==> config.mk <==
export PLATFORM = sky130hd
export DESIGN_NAME = circular_deque
export DESIGN_NICKNAME = d
export VERILOG_FILES = /design/src/sv/cd_pkg.sv /design/src/sv/cd_ram.sv /design/src/sv/cd_ctrl.sv /design/src/sv/cd_dp.sv /design/src/sv/circular_deque.sv
export SDC_FILE = /design/constraint.sdc
export NUM_CORES = 1
export LEC_CHECK = 0
export BUFFER_PORTS_ARGS = -buffer_cell sky130_fd_sc_hd__clkbuf_2
export CORE_MARGIN = 3
export CORE_UTILIZATION = 45
export CTS_CLUSTER_SIZE = 14
export DETAILED_ROUTE_END_ITERATION = 16
export GPL_ROUTABILITY_DRIVEN = 0
export GPL_TIMING_DRIVEN = 0
export HOLD_SLACK_MARGIN = 0.1
export PLACE_DENSITY = 0.7
export REMOVE_ABC_BUFFERS = 1
export SYNTH_ARGS = -nofsm -noshare
export SYNTH_HDL_FRONTEND = slang
export SYNTH_SLANG_ARGS = --single-unit
==> constraint.sdc <==
create_clock -name clk_i -period 15.79 [get_ports clk_i]
set_clock_uncertainty 0.1 [all_clocks]
set_input_delay 0.7895 -clock clk_i [delete_from_list [all_inputs] [get_ports clk_i]]
set_output_delay 0.7895 -clock clk_i [all_outputs]
set_load 0.005 [all_outputs]
==> src/sv/cd_pkg.sv <==
// Shared types and constants for the circular deque.
`default_nettype none
package cd_pkg;

  localparam int unsigned DepthDefault     = 16;
  localparam int unsigned DataWidthDefault = 32;
  localparam int unsigned IoWidth          = 32;

  typedef enum logic [1:0] {
    ACT_PUSH_FRONT = 2'd0,
    ACT_PUSH_REAR  = 2'd1,
    ACT_POP_FRONT  = 2'd2,
    ACT_POP_REAR   = 2'd3
  } action_e;

  typedef enum logic [1:0] {
    ST_DONE  = 2'd0,
    ST_FULL  = 2'd1,
    ST_EMPTY = 2'd2
  } status_e;

  typedef struct packed {
    logic push_front;
    logic push_rear;
    logic pop_front;
    logic pop_rear;
  } dp_cmd_t;

  typedef struct packed {
    logic empty;
    logic full;
  } dp_flags_t;

endpackage
`default_nettype wire

==> src/sv/cd_ram.sv <==
// Generic single-write, single-read RAM with registered read data.
`default_nettype none
module cd_ram #(
  parameter int unsigned WIDTH = cd_pkg::DataWidthDefault,
  parameter int unsigned DEPTH = cd_pkg::DepthDefault
) (
  input  wire logic                     clk_i,
  input  wire logic                     we_i,
  input  wire logic [$clog2(DEPTH)-1:0] waddr_i,
  input  wire logic [WIDTH-1:0]         wdata_i,
  input  wire logic                     re_i,
  input  wire logic [$clog2(DEPTH)-1:0] raddr_i,
  output logic      [WIDTH-1:0]         rdata_o
);

  logic [WIDTH-1:0] mem_q [DEPTH];

  always_ff @(posedge clk_i) begin
    if (we_i) begin
      mem_q[waddr_i] <= wdata_i;
    end
    if (re_i) begin
      rdata_o <= mem_q[raddr_i];
    end
  end

endmodule
`default_nettype wire

==> src/sv/cd_ctrl.sv <==
// Deque controller: request decode, rejection, result strobe and status.
`default_nettype none
module cd_ctrl (
  input  wire logic              clk_i,
  input  wire logic              rst_ni,
  input  wire logic              start,
  output logic                   busy,
  input  wire logic [1:0]        action_i,
  input  wire cd_pkg::dp_flags_t flags_i,
  output cd_pkg::dp_cmd_t        cmd_o,
  output logic                   done_o,
  output logic [1:0]             status_o
);

  logic              accept;
  logic              done_q;
  cd_pkg::status_e   status_d;
  cd_pkg::status_e   status_q;
  cd_pkg::action_e   act;

  assign busy   = 1'b0;
  assign accept = start & ~busy;
  assign act    = cd_pkg::action_e'(action_i);

  always_comb begin
    cmd_o    = '0;
    status_d = cd_pkg::ST_DONE;
    if (accept) begin
      unique case (act)
        cd_pkg::ACT_PUSH_FRONT: begin
          if (flags_i.full) status_d = cd_pkg::ST_FULL;
          else cmd_o.push_front = 1'b1;
        end
        cd_pkg::ACT_PUSH_REAR: begin
          if (flags_i.full) status_d = cd_pkg::ST_FULL;
          else cmd_o.push_rear = 1'b1;
        end
        cd_pkg::ACT_POP_FRONT: begin
          if (flags_i.empty) status_d = cd_pkg::ST_EMPTY;
          else cmd_o.pop_front = 1'b1;
        end
        cd_pkg::ACT_POP_REAR: begin
          if (flags_i.empty) status_d = cd_pkg::ST_EMPTY;
          else cmd_o.pop_rear = 1'b1;
        end
        default: status_d = cd_pkg::ST_DONE;
      endcase
    end
  end

  always_ff @(posedge clk_i or negedge rst_ni) begin
    if (!rst_ni) begin
      done_q   <= 1'b0;
      status_q <= cd_pkg::ST_DONE;
    end else begin
      done_q <= accept;
      if (accept) status_q <= status_d;
    end
  end

  assign done_o   = done_q;
  assign status_o = status_q;

endmodule
`default_nettype wire

==> src/sv/cd_dp.sv <==
// Deque datapath: front and rear pointers, empty flag and ring store.
`default_nettype none
module cd_dp #(
  parameter int unsigned DEPTH      = cd_pkg::DepthDefault,
  parameter int unsigned DATA_WIDTH = cd_pkg::DataWidthDefault
) (
  input  wire logic                       clk_i,
  input  wire logic                       rst_ni,
  input  wire cd_pkg::dp_cmd_t            cmd_i,
  input  wire logic signed [cd_pkg::IoWidth-1:0] data_in_i,
  output cd_pkg::dp_flags_t               flags_o,
  output logic signed [cd_pkg::IoWidth-1:0] data_out_o
);

  localparam int unsigned AW = $clog2(DEPTH);
  localparam logic [AW-1:0] LastPos = AW'(DEPTH - 1);

  function automatic logic [AW-1:0] next_pos(input logic [AW-1:0] p);
    next_pos = (p == LastPos) ? '0 : p + 1'b1;
  endfunction

  function automatic logic [AW-1:0] prev_pos(input logic [AW-1:0] p);
    prev_pos = (p == '0) ? LastPos : p - 1'b1;
  endfunction

  logic [AW-1:0]         head_q, head_d;
  logic [AW-1:0]         tail_q, tail_d;
  logic                  empty_q, empty_d;
  logic                  pop_q;
  logic                  push;
  logic                  pop;
  logic [AW-1:0]         wslot;
  logic [AW-1:0]         rslot;
  logic [63:0]           din_wide;
  logic [63:0]           dout_wide;
  logic [DATA_WIDTH-1:0] rdata;

  assign push     = cmd_i.push_front | cmd_i.push_rear;
  assign pop      = cmd_i.pop_front | cmd_i.pop_rear;
  assign din_wide = 64'($unsigned(data_in_i));
  assign rslot    = cmd_i.pop_front ? head_q : tail_q;

  always_comb begin
    head_d  = head_q;
    tail_d  = tail_q;
    empty_d = empty_q;
    wslot   = '0;
    if (push) begin
      empty_d = 1'b0;
      if (empty_q) begin
        head_d = '0;
        tail_d = '0;
      end else if (cmd_i.push_front) begin
        head_d = prev_pos(head_q);
        wslot  = head_d;
      end else begin
        tail_d = next_pos(tail_q);
        wslot  = tail_d;
      end
    end else if (pop) begin
      if (head_q == tail_q) empty_d = 1'b1;
      else if (cmd_i.pop_front) head_d = next_pos(head_q);
      else tail_d = prev_pos(tail_q);
    end
  end

  always_ff @(posedge clk_i or negedge rst_ni) begin
    if (!rst_ni) begin
      head_q  <= '0;
      tail_q  <= '0;
      empty_q <= 1'b1;
      pop_q   <= 1'b0;
    end else begin
      head_q  <= head_d;
      tail_q  <= tail_d;
      empty_q <= empty_d;
      pop_q   <= pop;
    end
  end

  cd_ram #(
    .WIDTH (DATA_WIDTH),
    .DEPTH (DEPTH)
  ) u_ram (
    .clk_i   (clk_i),
    .we_i    (push),
    .waddr_i (wslot),
    .wdata_i (din_wide[DATA_WIDTH-1:0]),
    .re_i    (pop),
    .raddr_i (rslot),
    .rdata_o (rdata)
  );

  assign dout_wide     = 64'(rdata);
  assign data_out_o    = pop_q ? $signed(dout_wide[cd_pkg::IoWidth-1:0]) : '0;
  assign flags_o.empty = empty_q;
  assign flags_o.full  = ~empty_q & (next_pos(tail_q) == head_q);

endmodule
`default_nettype wire

==> src/sv/circular_deque.sv <==
// Circular deque top level: controller plus pointer/ring-store datapath.
// Latency: the result beat appears on done_o the cycle after a request is taken.
// Throughput: one request per cycle; busy stays low, as the pointers are updated on each
// request and the ring RAM has one write and one read port (pops use its registered read).
// Reset: deque empty, pointers at zero; the ring RAM is not cleared.
// The receiver cannot stall: each result is valid for exactly one cycle.
`default_nettype none
module circular_deque #(
  parameter int unsigned DEPTH      = cd_pkg::DepthDefault,
  parameter int unsigned DATA_WIDTH = cd_pkg::DataWidthDefault
) (
  input  wire logic                              clk_i,
  input  wire logic                              rst_ni,
  input  wire logic                              start,
  output logic                                   busy,
  input  wire logic [1:0]                        action_i,
  input  wire logic signed [cd_pkg::IoWidth-1:0] data_in_i,
  output logic                                   done_o,
  output logic signed [cd_pkg::IoWidth-1:0]      data_out_o,
  output logic [1:0]                             status_o,
  output logic                                   is_empty_o,
  output logic                                   is_full_o
);

  cd_pkg::dp_cmd_t   cmd;
  cd_pkg::dp_flags_t flags;

  cd_ctrl u_ctrl (
    .clk_i    (clk_i),
    .rst_ni   (rst_ni),
    .start    (start),
    .busy     (busy),
    .action_i (action_i),
    .flags_i  (flags),
    .cmd_o    (cmd),
    .done_o   (done_o),
    .status_o (status_o)
  );

  cd_dp #(
    .DEPTH      (DEPTH),
    .DATA_WIDTH (DATA_WIDTH)
  ) u_dp (
    .clk_i      (clk_i),
    .rst_ni     (rst_ni),
    .cmd_i      (cmd),
    .data_in_i  (data_in_i),
    .flags_o    (flags),
    .data_out_o (data_out_o)
  );

  assign is_empty_o = flags.empty;
  assign is_full_o  = flags.full;

endmodule
`default_nettype wire
# Word-level counts from Yosys, hierarchy flattened
# Memories as Yosys holds them, arrays and structs flattened. A register that Yosys moved wholly into a read port is not among the register bits.
# Cells that the tools add are included.
word_totals:
  in_bits: 37
  output_inout_bits: 38
  memories: 1
  wordCells: 73
  ram_bits: 512
  register_bits: 13
op_classes:
  add_sub_neg: 4
  n_eq_ne: 11
  n_reduce_logical: 11
  bitwise_logic: 4
  n_mux: 36
memory_table:
  columns: ["name", "depth", "word_bits", "rd", "rd_clocked_by_memory_dff", "wr", "line", "text"]
  rows:
  - ["u_dp.u_ram.mem_q", 16, 32, 1, 1, 1, "cd_ram.sv:16", "logic [WIDTH-1:0] mem_q [DEPTH];"]
ops:
  columns: ["op", "count"]
  rows:
  - ["4-bit 2-to-1 mux", 21]
  - ["32-bit 2-to-1 mux", 1]
  - ["1-bit 2-to-1 mux", 12]
  - ["4-bit by 1-bit adder with 4-bit output, second input constant", 2]
  - ["4-bit == test", 2]
  - ["4-bit == test, second input constant", 2]
  - ["4-bit logical NOT", 2]
  - ["4-bit AND reduction", 2]
  - ["4-bit by 1-bit subtractor with 4-bit output, second input constant", 2]
  - ["2-bit nonzero test", 3]
  - ["2-bit == test, second input constant", 2]
  - ["2-bit case mux with 2 select lines", 1]
  - ["2-bit OR reduction", 2]
  - ["3-bit by 1-bit inequality test with 1-bit output, second input constant", 1]
  - ["3-bit inequality test, second input constant", 1]
  - ["2-bit by 1-bit == test with 1-bit output, second input constant", 1]
  - ["2-bit logical NOT", 1]
  - ["2-bit 2-to-1 mux", 1]
  - ["2-bit by 1-bit inequality test with 1-bit output, second input constant", 1]
  - ["2-bit inequality test, second input constant", 1]
  - ["1-bit bitwise OR", 2]
  - ["2-bit AND reduction", 1]
  - ["1-bit AND", 1]
  - ["1-bit inverter", 1]

# Depth between registers and ports, before layout
# Gate-level depths: netlist (run 1).
depth:
  ltp_word: 11
  ltp_mapped: 10

# Hierarchy
# From an unflattened synthesis (run 1), not the netlist that was laid out.
unflattened:
  hier_cells: 1011
  hier_area_um2: 21634.5
modules_own_cells:
  columns: ["mod", "cells_each", "instances", "area_each_um2", "seq_area_each_um2"]
  rows:
  - ["cd_ram", 838, 1, 20155.6, 16335.7]
  - ["cd_dp", 157, 1, 1306.3, 251.5]
  - ["cd_ctrl", 16, 1, 172.7, 75.1]

# Least setup slack after synthesis (run 1)
# OpenSTA, ideal clock, no wires.
synth_path:
  path_kind: "reg2reg"
  start: "register u_dp.tail_q[0]"
  end: "memory u_dp.u_ram.mem_q[0][0] (netlist name) (enable)"
  slack_ps: 10614
  path_stages_with_launch: 10
  path_buffers: 1
  arrival_time_ps: 4596
  cell_sequence: "dfrtp_1 clkbuf_1 inv_1 ha_1 xnor2_1 o211a_1 nand2_1 o311ai_1 a21oi_1 a311oi_1"
synth_via:
  elab_chain_len: 10
synth_rtl:
  columns: ["element", "line", "text"]
  rows:
  - ["start, declared", "cd_dp.sv:27", "logic [AW-1:0] tail_q, tail_d;"]
  - ["start signal, assigned", "cd_dp.sv:75", "tail_q <= tail_d;"]
  - ["4-bit by 1-bit adder with 4-bit output or 4-bit == test (tied branches)", "cd_dp.sv:19", "next_pos = (p == LastPos) ? '0 : p + 1'b1;"]
  - ["4-bit 2-to-1 mux (*)", "cd_dp.sv:19", null]
  - ["4-bit == test", "cd_dp.sv:97", "assign flags_o.full = ~empty_q & (next_pos(tail_q) == head_q);"]
  - ["1-bit AND", "cd_dp.sv:97", null]
  - ["1-bit 2-to-1 mux", "cd_ctrl.sv:31, cd_ctrl.sv:35", null]
  - ["1-bit 2-to-1 mux", "cd_ctrl.sv:29", "unique case (act)"]
  - ["4-bit 2-to-1 mux", "cd_ctrl.sv:28", "if (accept) begin"]
  - ["4-bit 2-to-1 mux or 1-bit bitwise OR (tied branches)", "cd_dp.sv:53, cd_dp.sv:38", null]
  - ["4-bit 2-to-1 mux or 1-bit 2-to-1 mux (tied branches)", "cd_dp.sv:50, cd_ram.sv:19", null]
  - ["4-bit 2-to-1 mux or 1-bit 2-to-1 mux (tied branches)", "cd_dp.sv:48, cd_ram.sv:20", null]
  - ["end, declared", "cd_ram.sv:16", null]
# Mark *: on every way between the ends. The rest lies on a longest branch, timed or not.

# Worst setup path after layout (run 1)
layout_path:
  start: "register u_dp.tail_q[0]"
  end: "memory u_dp.u_ram.mem_q[5][2] (netlist name) (enable)"
# The elaborated chain is that of the path after synthesis.

==> results.cfg, run 1 <==
[pwr]
clkPwrFrac_pct = 26.3
peakVddDrop_v = 0.000113
power_frac_comb_pct = 32.9
power_density_nw_per_um2 = 174
seqPwrFrac_pct = 40.8
switchingPower_mw = 1.42
p_leak_nw = 8.68
sw_frac_of_total_pct = 31.4
internal_power_mw = 3.09

[critical_path]
endpoint_kind = flop
start_kind = flop
required_ns = 15.99
setup.worst_path.class = reg2reg
arrival_ns = 4.60
crit_path_max_fanout = 10

[cells_and_area]
drive_gt1_share_pct = 21.0
nets = 1442
final_cell_mix = 544 x edfxtp_1, 188 x nand2_1, 78 x mux2i_1
area_growth_pct = 17.1
utilization_pct = 53.9
layout_commonest_cell = edfxtp_1

[floorplan]
die_area_um2 = 51900
core_um2 = 48100
die_y_um = 228
rows = 80
die_w_um = 228
start_util_pct = 46.0
io_pins = 75

[route]
wl_per_cell_um = 23.5
drtPass1Iterations = 5
drcViolationCount = 0
vias = 12000
drtAntennaViolNets = 0
post_drt_via_cell_ratio = 5.74
drt_wl_total_mm = 49.2
drt_iter0_markers = 1180

[sta]
tns_ns = 0
finalHoldViolations = 0
slew_headroom_pct = 30.5
finalCritPeriodShare_pct = 27.9
worst-slew-pin-transition_ns = 1.03
rsz0062_at_grt = false
fin_crit_ns = 4.40
finalWorstSetupSlack_ns = 11.39
fmax_ghz = 0.227
drv_slew = 0
setup_viol = 0

[global_routing]
antenna_found_initial = 2
grt_first_pass_wirelength_mm = 75.4
grt_overflow = 0
grt_max_degree = 60
grt_util_all_layers_pct = 18.9
grt_pass1_vias = 12300

[logic_synthesis]
syn_avg_cell_area_um2 = 17.4
yosysSeqAreaShare_pct = 75.2
synth_flop_cell = edfxtp_1
async_flop_share_pct = 2.33
synth_cells = 1275
ys_warn_count = 0
yosys.cell_types.count = 57
synth_edf_count = 544
ys_seq_elements = 557
syn_area_um2 = 22200

[run]
drv_cap = 0

[clock_network]
cts.sinks = 557
cts_buffer_depth = 3
cts-root-buf = clkbuf_16
cts_tree = built
numCtsBuffers = 56
post-cts-setup-buffer-count = 0
path_clk_slew_ns = 0.06
clock_latency_ns = 0.60
ctsHtreeMaxLevel = 2

[place]
place_ws_ns = 11.18
io_buffers = 73
hpwl_mm = 31.3

[run_status]
outcome = finished clean

[min_path]
hp-class = in2reg
[power by group through the flow]
stage / clock, mW / combinational (mW) / sequential, mW
floorplan: 0 / 0.938 / 1.85
global placement: 0 / 1.34 / 1.88
detailed placement: 0 / 1.48 / 1.87
CTS: 1.20 / 1.50 / 1.84
global route: 1.27 / 1.60 / 1.85
finish: 1.18 / 1.48 / 1.84
[cells by family (layout without fill, tap and decap cells)]
group / count (synthesis) / in the layout / synth area share, %
DFF: 557 / 557 / 75.2
and+or+nand+nor: 288 / 288 / 5.70
AOI/OAI and AO/OA: 183 / 183 / 6.04
muxes: 152 / 152 / 10.6
buffers and inverters: 82 / 243 / 1.83
xor gates and xnor gates: 7 / 7 / 0.277
adders and majority gates: 5 / 5 / 0.282
other: 1 / 3 / 0.0169
[what timing repair did]
| item | 4_1_cts | 5_1_grt |
|---|---|---|
| gates resized for setup | 0 | 0 |
| hold buffers | 1 | 0 |
| hold endpoints to repair | 12 | 0 |
[final cells by class]
| type | instances | area, um^2 |
|---|---|---|
| Clock inverter | 17 | 92.6 |
| Multi-Input combinational cell | 636 | 5260 |
| Sequential cell | 557 | 16700 |
| Tap cell | 656 | 821 |
| Fill cell | 3690 | 22200 |
| Antenna cell | 2 | 5.00 |
| Timing Repair Buffer | 138 | 1530 |
| Inverter | 11 | 41.3 |
| Clock buffer | 77 | 1520 |
[layer usage]
| layer | vias to the layer above | GRT usage, % | wire (um) |
|---|---|---|---|
| met5 | - | 0 | 0 |
| met4 | 0 | 5.37 | 1090 |
| met3 | 83 | 3.52 | 3280 |
| met2 | 440 | 32.6 | 25300 |
| met1 | 6162 | 24.9 | 19500 |
| li1 | 5328 | - | - |
[worst max-delay path, stage by stage (launching register included)]
cell and delay (ns):
dfrtp_1 0.55, inv_1 0.24, ha_1 0.42, xnor2_1 0.15
o211a_1 0.18, and3_1 0.25, a21boi_2 0.48, o21ai_0 0.52
nor3_2 0.79, buf_6 0.24, buf_6 0.17
[path summary, 6_finish.rpt]
path                               startpoint                      to  slack (ns)  cells after the start
max reg2reg                    u_dp.tail_q[0]  u_dp.u_ram.mem_q[5][2]       11.39                     10
min reg2reg                u_ctrl.status_o[1]      u_ctrl.status_o[1]        0.42                      2
max in group asynchronous              rst_ni            u_dp.empty_q       14.77                      2
max                            u_dp.tail_q[0]  u_dp.u_ram.mem_q[5][2]       11.39                     10
min                                     start           u_ctrl.done_o        0.31                      1
min in group asynchronous              rst_ni          u_dp.tail_q[1]        0.53                      2
[registers in the layout, summed over array words and instances, names as in the netlist]
name	flops
u_dp.empty_q	1
u_dp.head_q	4
u_ctrl.status_o	2
u_dp.pop_q	1
u_dp.u_ram.rdata_o	32
u_ctrl.done_o	1
u_dp.tail_q	4
u_dp.u_ram.mem_q	512
[Yosys cell counts, drive strengths merged, types with 6 or more instances]
master,count,area (um^2)
mux4,64,1440
a21oi,52,260
a31o,23,201
mux2i,84,870
and2,33,206
nand2b,9,56.3
inv,11,41.3
nand3,6,30.0
nand2,188,706
nor3,13,65.1
o21ai,11,55.1
dfrtp,12,300
clkbuf,34,128
a32oi,64,561
nor2,23,86.3
edfxtp,544,16300
buf,37,236
[metrics by stage]
step	total power [mW]	instance area (um^2)	instances	hold slack, ns
finish	4.51	25900	2094	0.315
global route	4.72	25900	2092	0.318
CTS	4.54	25900	2092	0.288
detailed placement	3.36	24300	1997	0.417
global placement	3.22	23000	1933	0.418
floorplan	2.79	21800	1204	0.394
No activity file was read; power rests on OpenSTA's default activity.
==> run 2, diff against run 1 <==
--- a/config.mk
+++ b/config.mk
@@ -5,6 +5,7 @@
 export SDC_FILE = /design/constraint.sdc
 export NUM_CORES = 1
 export LEC_CHECK = 0
+export ABC_AREA = 1
 export BUFFER_PORTS_ARGS = -buffer_cell sky130_fd_sc_hd__clkbuf_2
 export CORE_MARGIN = 3
 export CORE_UTILIZATION = 45
==> constraint.sdc (replaced) <==
create_clock -name clk_i -period 4.2 [get_ports clk_i]
set_clock_uncertainty 0.1 [all_clocks]
set_input_delay 0.21 -clock clk_i [delete_from_list [all_inputs] [get_ports clk_i]]
set_output_delay 0.21 -clock clk_i [all_outputs]
set_load 0.005 [all_outputs]
==> run 2 against run 1 <==
Against the previous run:
- critical path depth up 5
- sequential share of layout area down 0.94 points
- routed wire length up 9.8%
- global-route usage up 1.1 points
- power rose to 3.8 times the previous value
- synthesized area up 3.7%
- register-to-register slack worse by 11 ns
- hold slack worse by 0.056 ns
- combinational power rose to 3.9 times the previous value
- final cell count up 23%
==> results.cfg, run 2 <==
[floorplan]
die_y_um = 232
die_w_um = 232
io_pins = 75
rows = 82
start_util_pct = 45.7
die_area_um2 = 53800
core_um2 = 50300

[logic_synthesis]
synth_edf_count = 544
synth_common_cells = 544 x edfxtp_1, 181 x o21ai_0, 175 x o21ai_1
yosysSeqAreaShare_pct = 72.5
yosysTopAreaCell = edfxtp_1
synth.area.top_cells = edfxtp_1 71%, o21ai_0 3.9%, o21ai_1 3.8%
synth_cells = 1788
ys_warn_count = 0
synth_flop_cell = edfxtp_1
synth_top_cell_area_share_pct = 71.1
ys_seq_elements = 557
synthMostInstantiatedCell = edfxtp_1
yosys.cell_types.count = 38
syn_avg_cell_area_um2 = 12.8
async_flop_share_pct = 2.33
syn_area_um2 = 23000

[global_routing]
grt_first_pass_wirelength_mm = 82.1
grt_max_degree = 159
grt_util_all_layers_pct = 20.0
antenna_found_initial = 1
grt_overflow = 0
grt_pass1_vias = 14100

[clock_network]
cts_buffer_depth = 3
numCtsBuffers = 54
cts_tree = built
post-cts-setup-buffer-count = 0
clock_latency_ns = 0.59
path_clk_slew_ns = 0.06
ctsHtreeMaxLevel = 2
cts-root-buf = clkbuf_16
cts.sinks = 557

[pwr]
p_leak_nw = 9.32
power_density_nw_per_um2 = 658
peakVddDrop_v = 0.000438
power_mw = 17.3

[sta]
rsz0062_at_grt = false
worst-slew-pin-transition_ns = 1.01
drv_slew = 0
whs_ns = 0.259
fin_crit_ns = 3.88
slew_headroom_pct = 32.2
setup_viol = 0
finalCritPeriodShare_pct = 92.5
fmax_ghz = 0.257
finalHoldViolations = 0

[route]
vias = 14300
drt_iter0_markers = 1419
drt_wl_total_mm = 54.0
wl_per_cell_um = 20.9
drcViolationCount = 0
drtAntennaViolNets = 0
post_drt_via_cell_ratio = 5.55
drtPass1Iterations = 5

[critical_path]
crit_path_max_fanout = 20
crit_top_cell = nand2_1
path_cells = inv_1, ha_1, nand2_1, nand2_1, nor2_1, nand3_1, nor2_1, nand2_4, nand2_4, nor2_4, nand2_1, nor2_1, nand2_1, nor2_4, buf_16
endpoint_kind = flop
setup.worst_path.class = reg2reg
required_ns = 4.39
slowest_delay_ns = 0.85
start_kind = flop
arrival_ns = 4.07
slowest_stage = nor2_4

[place]
hpwl_mm = 29.2
io_buffers = 73
placed_cell_area_um2 = 24300

[cells_and_area]
reg.largest.list = u_dp.u_ram.mem_q x512, u_dp.u_ram.rdata_o x32
n_fill_cell = 4124
nets = 1915
largest_register = u_dp.u_ram.mem_q
layout_commonest_cell = edfxtp_1
utilization_pct = 52.4
multi_input_area_um2 = 5160
ff_latch_area_um2 = 16700
largest_reg_flops = 512
drive_gt1_share_pct = 11.1
stdcell_area_um2 = 26300
final_cell_mix = 544 x edfxtp_1, 181 x o21ai_0, 173 x o21ai_1
area_growth_pct = 14.6

[min_path]
hp-class = in2reg

[run]
drv_cap = 0

[run_status]
outcome = finished clean
## run 2: changes by cell type after synthesis, moves of 81 or more
cell	delta
o21ai_0	+170
o211ai_1	+83
o21ai_1	+175
nand3_1	+105
mux2i_1	-81
inv_1	+130
nor2_1	+143
## run 2: cell type report
| class | instances | area share (%) |
|---|---|---|
| antenna | 1 | 0.00951 |
| clock buffer | 70 | 5.44 |
| clock inverter | 25 | 0.723 |
| inverter | 149 | 2.24 |
| multi-input combinational | 970 | 19.6 |
| sequential | 557 | 63.3 |
| tap | 672 | 3.19 |
| timing repair buffer | 141 | 5.46 |
## run 2: kinds of logic (layout without fill, tap and decap cells)
family | after synthesis | after routing | share of synthesized area, %
compound gates | 516 | 516 | 13.0
simple gates | 440 | 441 | 8.17
flops | 557 | 557 | 72.5
buf+inv | 262 | 385 | 5.75
xor+xnor | 7 | 7 | 0.267
other cells | 1 | 2 | 0.0163
fa+ha+maj | 5 | 5 | 0.272
## run 2: report_power, final
part	leakage, nW	internal [mW]	switching, mW
clock network	0.792	2.57	1.96
registers	5.09	6.83	0.243
logic	3.45	1.87	3.85
## run 2: repair_timing
item / 4_1_cts / 5_1_grt
gates cloned: 1 / 0
gates resized for setup: 1 / 5
endpoints found under the setup margin: 40 / 48
hold buffers: 38 / 0
hold endpoints to repair: 532 / 0
pin swaps: 3 / 0
## run 2: routing by layer
metal	vias up	track usage, %	wire length [um]
met2	515	33.4	26300
li1	6650	-	-
met4	2	6.16	1380
met3	108	3.80	3740
met5	-	0	7
met1	7074	26.7	22600
## run 2: path summary, 6_finish.rpt
check                                   start                 endpoint  slack (ns)  cells after the start
hold reg to reg            u_ctrl.status_o[1]       u_ctrl.status_o[1]        0.44                      2
setup / recovery               u_dp.tail_q[1]  u_dp.u_ram.mem_q[11][3]        0.32                     15
min in group asynchronous              rst_ni             u_dp.empty_q        0.54                      3
setup reg to reg               u_dp.tail_q[1]  u_dp.u_ram.mem_q[11][3]        0.32                     15
hold / removal                          start            u_ctrl.done_o        0.26                      2
max in group asynchronous              rst_ni               u_dp.pop_q        2.42                      4
## run 2: stage by stage
stage | setup slack, ns | std cells | TNS (ns)
after global routing | 0.0165 | 2584 | 0
final | 0.316 | 2585 | 0
after global placement | -6.88 | 2420 | -1149.43
after CTS | 0.111 | 2584 | 0
after floorplan | -0.616 | 1675 | -18.52
after detailed placement | -0.151 | 2450 | -1.74
## run 2: worst max-delay path, delay by kind of cell (launching register included)
kind	cells	cell delay [ns]
AND/OR/NAND/NOR	12	2.23
flip-flops	1	0.49
buffers and inverters	2	0.37
adder cells (fa/ha/maj)	1	0.37
